--- src/tsd_pkg.sv ---
// ----------------------------------------------------------------------------
// tsd_pkg: shared types and constants for the tar stream deframer
// Block geometry, field offsets, result codes and the result record.
// ----------------------------------------------------------------------------
package tsd_pkg;

    localparam int unsigned BlockBytes = 512;
    localparam int unsigned PosW       = 9;
    localparam int unsigned SizeW      = 36;
    localparam int unsigned SumW       = 17;
    localparam int unsigned CheckW     = 48;
    localparam int unsigned BlocksW    = SizeW - PosW + 1;

    localparam logic [PosW-1:0] PosLast     = 9'd511;
    localparam logic [PosW-1:0] ChkFirst    = 9'd148;
    localparam logic [PosW-1:0] ChkDigLast  = 9'd153;
    localparam logic [PosW-1:0] ChkLast     = 9'd155;
    localparam logic [PosW-1:0] SizeFirst   = 9'd124;
    localparam logic [PosW-1:0] SizeLast    = 9'd135;
    localparam logic [7:0]      AsciiSpace  = 8'h20;
    localparam logic [7:0]      AsciiZero   = 8'h30;
    localparam logic [7:0]      AsciiSeven  = 8'h37;

    typedef enum logic [1:0] {
        PH_HEADER = 2'd0,
        PH_DATA   = 2'd1,
        PH_AFTER  = 2'd2
    } t_phase;

    typedef enum logic [1:0] {
        SP_SKIP   = 2'd0,
        SP_DIGITS = 2'd1,
        SP_STOP   = 2'd2
    } t_parse;

    typedef enum logic [2:0] {
        KIND_HEADER  = 3'd0,
        KIND_DATA    = 3'd1,
        KIND_PAD     = 3'd2,
        KIND_SKIPPED = 3'd3,
        KIND_AFTER   = 3'd4,
        KIND_END     = 3'd5
    } t_kind;

    typedef enum logic [2:0] {
        VD_NONE      = 3'd0,
        VD_GOOD      = 3'd1,
        VD_BAD_SUM   = 3'd2,
        VD_END_MARK  = 3'd3,
        VD_TRUNCATED = 3'd4,
        VD_CLEAN_END = 3'd5
    } t_verdict;

    localparam logic CMD_BYTE = 1'b0;
    localparam logic CMD_END  = 1'b1;

    typedef struct packed {
        t_kind             kind;
        logic [7:0]        byte_out;
        logic [PosW-1:0]   block_position;
        t_verdict          verdict;
        logic [SizeW-1:0]  entry_size;
        logic              last_data;
    } t_result;

    // Header summary as seen with the last byte of the block folded in.
    typedef struct packed {
        logic              all_zero;
        logic              good;
        logic [SizeW-1:0]  size;
    } t_hdr_result;

    // Six octal ASCII digits of the header sum, most significant first.
    function automatic logic [CheckW-1:0] octal_ascii6(input logic [SumW-1:0] sum);
        logic [17:0]       wide;
        logic [CheckW-1:0] text;
        wide = {1'b0, sum};
        text = '0;
        for (int k = 0; k < 6; k++) begin
            text[8*(5-k) +: 8] = {5'b00110, wide[3*(5-k) +: 3]};
        end
        return text;
    endfunction

endpackage

--- src/tsd_header.sv ---
// ----------------------------------------------------------------------------
// tsd_header: header block accumulator
// Sums the header bytes, captures the stored checksum text and parses the
// octal size field while a header block streams in.
// ----------------------------------------------------------------------------
module tsd_header
    import tsd_pkg::*;
(
    input  logic                i_clk,
    input  logic                i_rst_n,
    input  logic                i_step,
    input  logic                i_clear,
    input  logic [PosW-1:0]     i_pos,
    input  logic [7:0]          i_byte,
    output t_hdr_result         o_result
);

    logic [SumW-1:0]   r_sum,   n_sum;
    logic [CheckW-1:0] r_check, n_check;
    logic              r_zero,  n_zero;
    logic [SizeW-1:0]  r_size,  n_size;
    t_parse            r_parse, n_parse;

    logic              in_chk;
    logic              in_size;
    logic              is_blank;
    logic              is_digit;

    always_comb begin
        in_chk   = (i_pos >= ChkFirst) && (i_pos <= ChkLast);
        in_size  = (i_pos >= SizeFirst) && (i_pos <= SizeLast);
        is_blank = i_byte inside {AsciiSpace, [8'h09:8'h0D]};
        is_digit = (i_byte >= AsciiZero) && (i_byte <= AsciiSeven);

        n_sum   = r_sum + (in_chk ? SumW'(AsciiSpace) : SumW'(i_byte));
        n_zero  = r_zero && (i_byte == 8'h00);
        n_check = r_check;
        if ((i_pos >= ChkFirst) && (i_pos <= ChkDigLast)) begin
            n_check = {r_check[CheckW-9:0], i_byte};
        end
        n_size  = r_size;
        n_parse = r_parse;
        if (in_size) begin
            if ((r_parse == SP_SKIP) && is_blank) begin
                n_parse = SP_SKIP;
            end else if ((r_parse != SP_STOP) && is_digit) begin
                n_parse = SP_DIGITS;
                n_size  = {r_size[SizeW-4:0], i_byte[2:0]};
            end else begin
                n_parse = SP_STOP;
            end
        end

        o_result.all_zero = n_zero;
        o_result.good     = (r_check == octal_ascii6(n_sum));
        o_result.size     = r_size;
    end

    always_ff @(posedge i_clk) begin
        if (!i_rst_n || i_clear || (i_step && (i_pos == PosLast))) begin
            r_sum   <= '0;
            r_check <= '0;
            r_zero  <= 1'b1;
            r_size  <= '0;
            r_parse <= SP_SKIP;
        end else if (i_step) begin
            r_sum   <= n_sum;
            r_check <= n_check;
            r_zero  <= n_zero;
            r_size  <= n_size;
            r_parse <= n_parse;
        end
    end

endmodule

--- src/tsd_skid.sv ---
// ----------------------------------------------------------------------------
// tsd_skid: two-entry result buffer
// Holds the result register and one skid entry so that the upstream side
// sees a registered stall.
// ----------------------------------------------------------------------------
module tsd_skid
    import tsd_pkg::*;
(
    input  logic     i_clk,
    input  logic     i_rst_n,
    input  logic     i_valid,
    input  t_result  i_data,
    output logic     o_stall,
    output logic     o_valid,
    output t_result  o_data,
    input  logic     i_stall
);

    logic    r_main_valid;
    logic    r_skid_valid;
    t_result r_main;
    t_result r_skid;
    logic    take;
    logic    put;

    assign o_stall = r_skid_valid;
    assign o_valid = r_main_valid;
    assign o_data  = r_main;
    assign put     = i_valid && !r_skid_valid;
    assign take    = r_main_valid && !i_stall;

    always_ff @(posedge i_clk) begin
        if (!i_rst_n) begin
            r_main_valid <= 1'b0;
            r_skid_valid <= 1'b0;
        end else if (take) begin
            if (r_skid_valid) begin
                r_main       <= r_skid;
                r_skid_valid <= 1'b0;
            end else begin
                r_main_valid <= put;
                r_main       <= i_data;
            end
        end else if (!r_main_valid) begin
            r_main_valid <= put;
            r_main       <= i_data;
        end else if (put) begin
            r_skid       <= i_data;
            r_skid_valid <= 1'b1;
        end
    end

endmodule

--- src/tar_stream_deframer.sv ---
// ----------------------------------------------------------------------------
// tar_stream_deframer: byte-wide tar archive deframer
// Classifies each archive byte, checks header checksums and sizes, and
// reports entry and stream verdicts.
// ----------------------------------------------------------------------------
// The block takes one archive byte or end-of-stream transfer per clock
// while its input stall is low and gives exactly one result per transfer,
// from a result register backed by a one-entry skid buffer; the input
// stall is registered and rises only when both entries hold results.
// Throughput is one transfer per cycle while unstalled, set by the single
// pass of per-byte logic (the 17-bit header sum feeding the checksum
// compare, and the 36-bit file byte counter). There is no clearing pass after reset.
module tar_stream_deframer
    import tsd_pkg::*;
(
    input  logic              i_clk,
    input  logic              i_rst_n,
    input  logic              i_valid,
    output logic              o_stall,
    input  logic              i_cmd,
    input  logic [7:0]        i_data_byte,
    output logic              o_valid,
    input  logic              i_stall,
    output logic [2:0]        o_kind,
    output logic [7:0]        o_byte_out,
    output logic [PosW-1:0]   o_block_position,
    output logic [2:0]        o_verdict,
    output logic [SizeW-1:0]  o_entry_size,
    output logic              o_last_data
);

    t_phase               r_phase,   n_phase;
    logic [PosW-1:0]      r_offset,  n_offset;
    logic                 r_good,    n_good;
    logic [BlocksW-1:0]   r_blocks,  n_blocks;
    logic [SizeW-1:0]     r_file,    n_file;

    logic                 accept;
    logic                 hdr_step;
    logic                 hdr_clear;
    t_hdr_result          hdr;
    t_result              n_res;
    t_result              out_res;

    assign accept    = i_valid && !o_stall;
    assign hdr_step  = accept && (i_cmd == CMD_BYTE) && (r_phase == PH_HEADER);
    assign hdr_clear = accept && (i_cmd == CMD_END);

    tsd_header u_header (
        .i_clk    (i_clk),
        .i_rst_n  (i_rst_n),
        .i_step   (hdr_step),
        .i_clear  (hdr_clear),
        .i_pos    (r_offset),
        .i_byte   (i_data_byte),
        .o_result (hdr)
    );

    always_comb begin
        n_phase  = r_phase;
        n_offset = r_offset + PosW'(1);
        n_good   = r_good;
        n_blocks = r_blocks;
        n_file   = r_file;

        n_res.kind           = KIND_HEADER;
        n_res.byte_out       = 8'h00;
        n_res.block_position = r_offset;
        n_res.verdict        = VD_NONE;
        n_res.entry_size     = '0;
        n_res.last_data      = 1'b0;

        if (i_cmd == CMD_END) begin
            n_res.kind    = KIND_END;
            n_res.verdict = (r_phase == PH_DATA) ? VD_TRUNCATED : VD_CLEAN_END;
            n_phase  = PH_HEADER;
            n_offset = '0;
            n_good   = 1'b0;
            n_blocks = '0;
            n_file   = '0;
        end else begin
            case (r_phase)
                PH_HEADER: begin
                    n_res.kind     = KIND_HEADER;
                    n_res.byte_out = i_data_byte;
                    if (r_offset == PosLast) begin
                        if (hdr.all_zero) begin
                            n_res.verdict = VD_END_MARK;
                            n_phase       = PH_AFTER;
                        end else begin
                            n_good           = hdr.good;
                            n_res.verdict    = hdr.good ? VD_GOOD : VD_BAD_SUM;
                            n_res.entry_size = hdr.size;
                            n_file           = hdr.size;
                            // Data region length in whole blocks, rounded up.
                            n_blocks = {1'b0, hdr.size[SizeW-1:PosW]}
                                     + BlocksW'(|hdr.size[PosW-1:0]);
                            n_phase  = (hdr.size != '0) ? PH_DATA : PH_HEADER;
                        end
                    end
                end
                PH_DATA: begin
                    if (!r_good) begin
                        n_res.kind = KIND_SKIPPED;
                    end else if (r_file != '0) begin
                        n_res.kind      = KIND_DATA;
                        n_res.byte_out  = i_data_byte;
                        n_res.last_data = (r_file == SizeW'(1));
                        n_file          = r_file - SizeW'(1);
                    end else begin
                        n_res.kind = KIND_PAD;
                    end
                    // The region always ends on a block boundary.
                    if (r_offset == PosLast) begin
                        n_blocks = r_blocks - BlocksW'(1);
                        if (r_blocks == BlocksW'(1)) begin
                            n_phase = PH_HEADER;
                            n_file  = '0;
                        end
                    end
                end
                PH_AFTER: begin
                    n_res.kind = KIND_AFTER;
                end
                default: begin
                    n_res.kind = KIND_AFTER;
                end
            endcase
        end
    end

    always_ff @(posedge i_clk) begin
        if (!i_rst_n) begin
            r_phase  <= PH_HEADER;
            r_offset <= '0;
            r_good   <= 1'b0;
            r_blocks <= '0;
            r_file   <= '0;
        end else if (accept) begin
            r_phase  <= n_phase;
            r_offset <= n_offset;
            r_good   <= n_good;
            r_blocks <= n_blocks;
            r_file   <= n_file;
        end
    end

    tsd_skid u_skid (
        .i_clk   (i_clk),
        .i_rst_n (i_rst_n),
        .i_valid (accept),
        .i_data  (n_res),
        .o_stall (o_stall),
        .o_valid (o_valid),
        .o_data  (out_res),
        .i_stall (i_stall)
    );

    assign o_kind           = out_res.kind;
    assign o_byte_out       = out_res.byte_out;
    assign o_block_position = out_res.block_position;
    assign o_verdict        = out_res.verdict;
    assign o_entry_size     = out_res.entry_size;
    assign o_last_data      = out_res.last_data;

    // A data region is never entered with no blocks to cover.
    a_blocks_in_data: assert property (@(posedge i_clk) disable iff (!i_rst_n)
        (r_phase == PH_DATA) |-> (r_blocks != '0))
        else $error("data region with zero blocks left");

    // Only a final file byte may carry the last flag.
    a_last_is_data: assert property (@(posedge i_clk) disable iff (!i_rst_n)
        (o_valid && o_last_data) |-> (o_kind == KIND_DATA))
        else $error("last flag on a non-data result");

    // Header verdicts come only with the final byte of a block.
    a_verdict_pos: assert property (@(posedge i_clk) disable iff (!i_rst_n)
        (o_valid && (o_kind == KIND_HEADER) && (o_verdict != VD_NONE))
        |-> (o_block_position == PosLast))
        else $error("header verdict away from block end");

    // A stream end always resets the deframer to the header phase.
    a_end_resets: assert property (@(posedge i_clk) disable iff (!i_rst_n)
        (accept && (i_cmd == CMD_END)) |=> ((r_phase == PH_HEADER) && (r_offset == '0)))
        else $error("stream end did not restore the header phase");

endmodule

--- config.mk ---
export PLATFORM = sky130hd
export DESIGN_NAME = tar_stream_deframer
export DESIGN_NICKNAME = d
export VERILOG_FILES = /design/src/tsd_pkg.sv /design/src/tsd_header.sv /design/src/tsd_skid.sv /design/src/tar_stream_deframer.sv
export SDC_FILE = /design/constraint.sdc
export NUM_CORES = 1
export LEC_CHECK = 0
export ABC_AREA = 1
export ABC_CLOCK_PERIOD_IN_PS = 8100
export BUFFER_PORTS_ARGS = -buffer_cell sky130_fd_sc_hd__buf_2
export CORE_ASPECT_RATIO = 1.1
export CORE_MARGIN = 1.5
export CORE_UTILIZATION = 35
export CTS_CLUSTER_SIZE = 30
export DETAILED_ROUTE_END_ITERATION = 10
export GPL_ROUTABILITY_DRIVEN = 1
export PLACE_DENSITY = 0.59
export SLEW_MARGIN = 20
export SYNTH_ARGS = -nofsm -noshare
export SYNTH_HDL_FRONTEND = slang
export SYNTH_HIERARCHICAL = 1
export SYNTH_SLANG_ARGS = --single-unit
export TNS_END_PERCENT = 5
--- constraint.sdc ---
create_clock -name i_clk -period 8.1 [get_ports i_clk]
set_input_delay 0.81 -clock i_clk [delete_from_list [all_inputs] [get_ports i_clk]]
set_output_delay 0.81 -clock i_clk [all_outputs]
set_load 0.005 [all_outputs]
==> results of run 1 <==
## sequential cells by signal, indices dropped and copies added, names as in the netlist
| name | count |
|---|---|
| u_header/r_size | 36 |
| u_header/r_zero | 1 |
| u_header/r_parse | 2 |
| u_skid/o_valid | 1 |
| u_header/r_check | 48 |
| r_blocks | 28 |
| u_skid/o_data | 60 |
| u_header/r_sum | 17 |
| r_file | 36 |
| r_phase | 2 |
| u_skid/r_skid | 60 |
| r_offset | 9 |
| u_skid/o_stall | 1 |
| r_good | 1 |
## through the flow
step	power [mW]	area (um2)	worst slack (ps)
finish	3.59	18400	4220
global route	3.74	18400	3830
CTS	3.62	18400	4220
detailed placement	2.10	17300	4240
global placement	2.10	17300	4090
floorplan	1.99	16500	3830
## synthesized netlist by cell type, drive strengths merged
cell type and number:
nor4 8, xnor2 4, o21bai 1, o22ai 1
or2 6, edfxtp 120, xor2 13, nor2 317
a21o 1, nand4 28, buf 51, nand2 687
inv 266, nor3b 3, a31oi 2, o41ai 1
nor3 26, o311ai 1, clkinv 1, and2 5
a21oi 204, ha 17, nand3 190, and3 1
o211ai 8, nand3b 12, o21ai 137, fa 1
a21boi 1, dfxtp 182, clkbuf 38, o211a 1
o31ai 3, a211oi 4, a221o 1, o2111ai 1
a221oi 1
## worst max-delay path: cells and delay by family (launching register included)
kind,cells,cell delay (ps)
and+or+nand+nor,15,1930
DFF,1,530
buffers and inverters,1,50
AOI/OAI and AO/OA,3,600
adders and majority gates,2,630
## cells by family after synthesis
group / after synthesis
AO/OA/AOI/OAI: 368
adder cells (fa/ha/maj): 18
buffers and inverters: 356
XOR/XNOR: 17
AND/OR/NAND/NOR: 1283
flip-flops: 302
## path summary, 6_finish.rpt
kind / to / startpoint / cells past startpoint
worst min-delay path: u_header/r_zero / u_header/r_zero / 2
worst max-delay path: u_skid/o_data[37] / r_offset[3] / 21
worst max register to register: u_skid/o_data[37] / r_offset[3] / 21
worst min register to register: u_header/r_zero / u_header/r_zero / 2
## final cells by class
| type | instances | area, um2 |
|---|---|---|
| clock inverters | 11 | 103 |
| fillers | 4874 | 28300 |
| inverters | 267 | 1010 |
| repair buffers | 85 | 453 |
| clock buffers | 50 | 962 |
| flip-flops and latches | 302 | 7250 |
| well taps | 595 | 744 |
| multi-input cells | 1686 | 7840 |
## routing by layer
| metal | GRT usage [%] | wire (um) |
|---|---|---|
| met5 | 0 | 0 |
| met3 | 3.12 | 2810 |
| met4 | 6.86 | 1480 |
| met1 | 26.1 | 21300 |
| met2 | 33.1 | 22700 |
## power by group
| part | switching [mW] | leakage (nW) | total (mW) | internal, mW |
|---|---|---|---|---|
| registers | 0.0264 | 2.70 | 1.64 | 1.62 |
| clock network | 0.651 | 0.524 | 1.52 | 0.865 |
| logic | 0.307 | 4.51 | 0.430 | 0.123 |
| total | 0.985 | 7.73 | 3.59 | 2.61 |
==> impl_metrics.toml, run 1 <==
[sta]
min_period_ps = 3880
setup_violations = 0
rsz0062_at_grt = "no"
setup_tns_ps = 0
slew_violations = 0
max_freq_mhz = 258
finClkSkew_ps = 18.3
tightestPinTransition_ps = 1050
final.period_utilization_pct = 47.9
slew_headroom_pct = 29.9
final_hold_viol_count = 0
whs_ps = 446

[pwr]
p_leak_nw = 7.73
power.density_mw_per_mm2 = 196
peakVddDrop_mv = 0.121

[setup_path]
worstSetupPathType = "reg -> reg"
startpoint_type = "flip-flop"
cp_cell_sequence = "o21ai_0 > o21ai_2 > nand3_1 > nand2_1 > inv_1 > ha_1 > fa_1 > or2_2 > nand3b_1 > nand2_1 > nor2_1 > nand3_1 > nor2_1 > nand3_1 > nor2_1 > nand3_1 > nor2_1 > nor2_1 > o22ai_1 > nand2_1 > nand2_1"
critical_path_arrival_ps = 4290
rrSetupSlack_ps = 4220
critPathMaxFanout = 11
crit_top_cell = "nor2_1"
crit_required_ps = 8510
crit_path_top_delay_cell = "dfxtp_1"
endpoint_kind = "flip-flop"
slowest_delay_ps = 530

[floorplan]
die_y_um = 231
io_pins = 75
dieArea_mm2 = 0.0486
die_width_um = 210
core-area_mm2 = 0.0466
start_util_pct = 35.5
rows = 83

[clocking]
htree_num_levels = 2
numCtsBuffers = 35
cts-resized-gates = 0
path_clk_slew_ps = 60
clock_latency_ps = 560
cts_setup_buffers = 0
cts_num_sinks = 302
cts_tree = "built"
hold_buffers = 0
clockRootBuffer = "clkbuf_16"
clockBufferDepth = 3

[synth]
syn_inst = 2344
synth_area_mm2 = 0.0165
synth_top_area_share_pct = 22.0
synthXorXnorAreaFrac_pct = 0.900
synthAdderAreaFrac_pct = 1.41
synth.mux.area_fraction_pct = 0
ys_types = 54
ys_seq_elements = 302
yosysWarnings = 6
ys_top_cells_by_area = "dfxtp_1 22%, edfxtp_1 22%, nand2_1 15%"
ys_seq_area_share_pct = 43.8
yosys.area_share.simple_pct = 33.1
yosys.area.top_type = "dfxtp_1"
synth_compound_area_share_pct = 11.9
synth_fp_nets = 2375
syn_avg_cell_area_um2 = 7.05
synth_top_family_by_area = "simple AND/OR/NAND/NOR gates"

[cells_and_area]
fin_cells = 2996
final_cell_mix = "674 x nand2_1, 300 x nor2_1, 242 x inv_1"
drive_gt1_share_pct = 9.50
utilization_pct = 39.4
final_common_cell = "nand2_1"
area_growth_pct = 11.0
num_antenna_cells = 0
nets = 2408

[place]
io_buffers = 74
place_congestion = 0.921
hpwl_um = 34100
placed_cells = 2935

[worst_hold_path]
hold_class = "reg -> reg"

[drt]
post-route-drc-count = 0
wl_um = 48300
drt_iter0_markers = 1217
routedWlPerCell_um = 16.1
num_vias = 15200
via_per_inst = 5.09
firstDrtPassIters = 5
antenna_left = 0

[grt]
grt_max_degree = 91
grt_pass1_vias = 14200
track_usage_pct = 19.9
grt_pass1_wl_um = 77300
antenna_found_initial = 0
grt.overflow.total = 0

[outcome]
status = "finished, final reports clean"

[flow_run]
drv_cap = 0
Power figures use the tool's default switching activity.
==> inputs of run 2 (changes only) <==
--- a/config.mk
+++ b/config.mk
@@ -6,7 +6,7 @@
 export NUM_CORES = 1
 export LEC_CHECK = 0
 export ABC_AREA = 1
-export ABC_CLOCK_PERIOD_IN_PS = 8100
+export ABC_CLOCK_PERIOD_IN_PS = 3390
 export BUFFER_PORTS_ARGS = -buffer_cell sky130_fd_sc_hd__buf_2
 export CORE_ASPECT_RATIO = 1.1
 export CORE_MARGIN = 1.5
@@ -14,7 +14,7 @@
 export CTS_CLUSTER_SIZE = 30
 export DETAILED_ROUTE_END_ITERATION = 10
 export GPL_ROUTABILITY_DRIVEN = 1
-export PLACE_DENSITY = 0.59
+export PLACE_DENSITY = 0.61
 export SLEW_MARGIN = 20
 export SYNTH_ARGS = -nofsm -noshare
 export SYNTH_HDL_FRONTEND = slang
==> constraint.sdc (replaced) <==
create_clock -name i_clk -period 3.39 [get_ports i_clk]
set_input_delay 0.339 -clock i_clk [delete_from_list [all_inputs] [get_ports i_clk]]
set_output_delay 0.339 -clock i_clk [all_outputs]
set_load 0.005 [all_outputs]
==> run 2 against run 1 <==
Against the previous run: combinational power grew to 2.7 times the previous value; via count grew 2.0%; global-route usage shrank 0.56 points; final cell count grew 1.8%; wire length shrank 0.17%; register-to-register slack lost 4200 ps; power grew to 2.5 times the previous value; sequential cell count is the same; clock skew grew 19 ps; critical path depth grew 6.
==> impl_metrics.toml, run 2 (same netlist as run 1, synthesis figures left out) <==
[grt]
grt_max_degree = 91
antenna_found_initial = 0
grt_pass1_vias = 14400
grt.overflow.total = 0
grt_pass1_wl_um = 75600
track_usage_pct = 19.3

[clocking]
clockRootBuffer = "clkbuf_16"
path_clk_slew_ps = 60
cts_tree = "built"
clockBufferDepth = 3
numCtsBuffers = 35
clock_latency_ps = 560
hold_buffers = 0
htree_num_levels = 2
cts_num_sinks = 302

[cells_and_area]
utilization_pct = 41.4
drive_gt1_share_pct = 14.7
nets = 2459
final_common_cell = "nand2_1"
num_antenna_cells = 0
nFillCells = 4733
final_cell_mix = "646 x nand2_1, 289 x nor2_1, 234 x inv_1"
area_growth_pct = 16.7

[drt]
num_vias = 15500
antenna_left = 0
drt_iter0_markers = 1290
via_per_inst = 5.10
post-route-drc-count = 0
firstDrtPassIters = 6
wl_um = 48200
routedWlPerCell_um = 15.8

[floorplan]
die_width_um = 210
die_y_um = 231
dieArea_mm2 = 0.0486
core-area_mm2 = 0.0466
io_pins = 75
rows = 83
start_util_pct = 35.5

[sta]
tightestPinTransition_ps = 849
max_freq_mhz = 296
finClkSkew_ps = 36.9
final.period_utilization_pct = 99.6
slew_headroom_pct = 43.4
min_period_ps = 3380
final_hold_viol_count = 0
setup_violations = 0
slew_violations = 0
rsz0062_at_grt = "yes"
whs_ps = 134

[pwr]
peakVddDrop_mv = 0.284
power.density_mw_per_mm2 = 466
p_leak_nw = 8.11

[setup_path]
crit_path_top_delay_cell = "fa_2"
r2r_cells = 27
critical_path_arrival_ps = 3820
worst-path-stages = 27
critical_path_buf_inv_count = 7
endpoint_kind = "flip-flop"
cp_top_family = "simple AND/OR/NAND/NOR gates"
critPathMaxFanout = 3
crit_required_ps = 3830
startpoint_type = "flip-flop"
worstSetupPathType = "reg -> reg"
slowest_delay_ps = 380

[flow_run]
drv_cap = 0

[worst_hold_path]
hold_class = "in -> reg"
worstHoldPathCells = 3

[place]
place_congestion = 0.915
io_buffers = 74
hpwl_um = 34100

[outcome]
status = "finished, final reports clean"
run 2: area by class of cell:
type | instances | area (um2) | area share (%)
well taps | 595 | 744 | 3.86
inverters | 267 | 1010 | 5.22
multi-input cells | 1686 | 8250 | 42.7
clock inverters | 16 | 205 | 1.06
repair buffers | 136 | 880 | 4.56
clock buffers | 47 | 971 | 5.03
flip-flops and latches | 302 | 7250 | 37.6
run 2: metrics by stage:
stage | area [um2] | total power, mW | std cells | worst slack, ps | setup TNS, ps
floorplan | 16500 | 4.75 | 2344 | -310 | -18620
global placement | 17600 | 5.04 | 2977 | -124 | -247
detailed placement | 17600 | 5.05 | 2977 | -216 | -656
CTS | 18900 | 8.99 | 3043 | 21.5 | 0
global route | 19300 | 9.34 | 3049 | -148 | -446
finish | 19300 | 9.00 | 3049 | 13.9 | 0
run 2: routing by layer:
| metal | wire (um) | global-route usage (%) | vias to the layer above |
|---|---|---|---|
| met3 | 2730 | 2.82 | 118 |
| li1 | - | - | 7761 |
| met1 | 21200 | 25.3 | 7199 |
| met5 | 0 | 0 | - |
| met4 | 2350 | 10.2 | 0 |
| met2 | 21900 | 30.8 | 464 |
run 2: where the power goes:
part	internal [mW]	switching, mW
combinational	0.367	0.783
sequential	3.86	0.0619
clock	2.33	1.58
run 2: path summary, 6_finish.rpt:
check,start,end,slack (ps)
hold / removal,i_rst_n,r_phase[0],130
setup / recovery,r_offset[7],u_skid/r_skid[37],10
setup reg to reg,r_offset[7],u_skid/r_skid[37],10
hold reg to reg,u_header/r_zero,u_header/r_zero,450
run 2: repair_timing:
item	4_1_cts	5_1_grt
endpoints found under the setup margin	5	5
gates cloned	0	0
pin swaps	6	49
setup buffers	4	6
resized for setup	13	97
run 2: worst reg2reg max path: cells and delay by family, from the launching register on:
family,cells,cell delay [ps]
compound gates,2,330
fa+ha+maj,2,530
simple gates,16,1500
flops,1,330
buf+inv,7,570
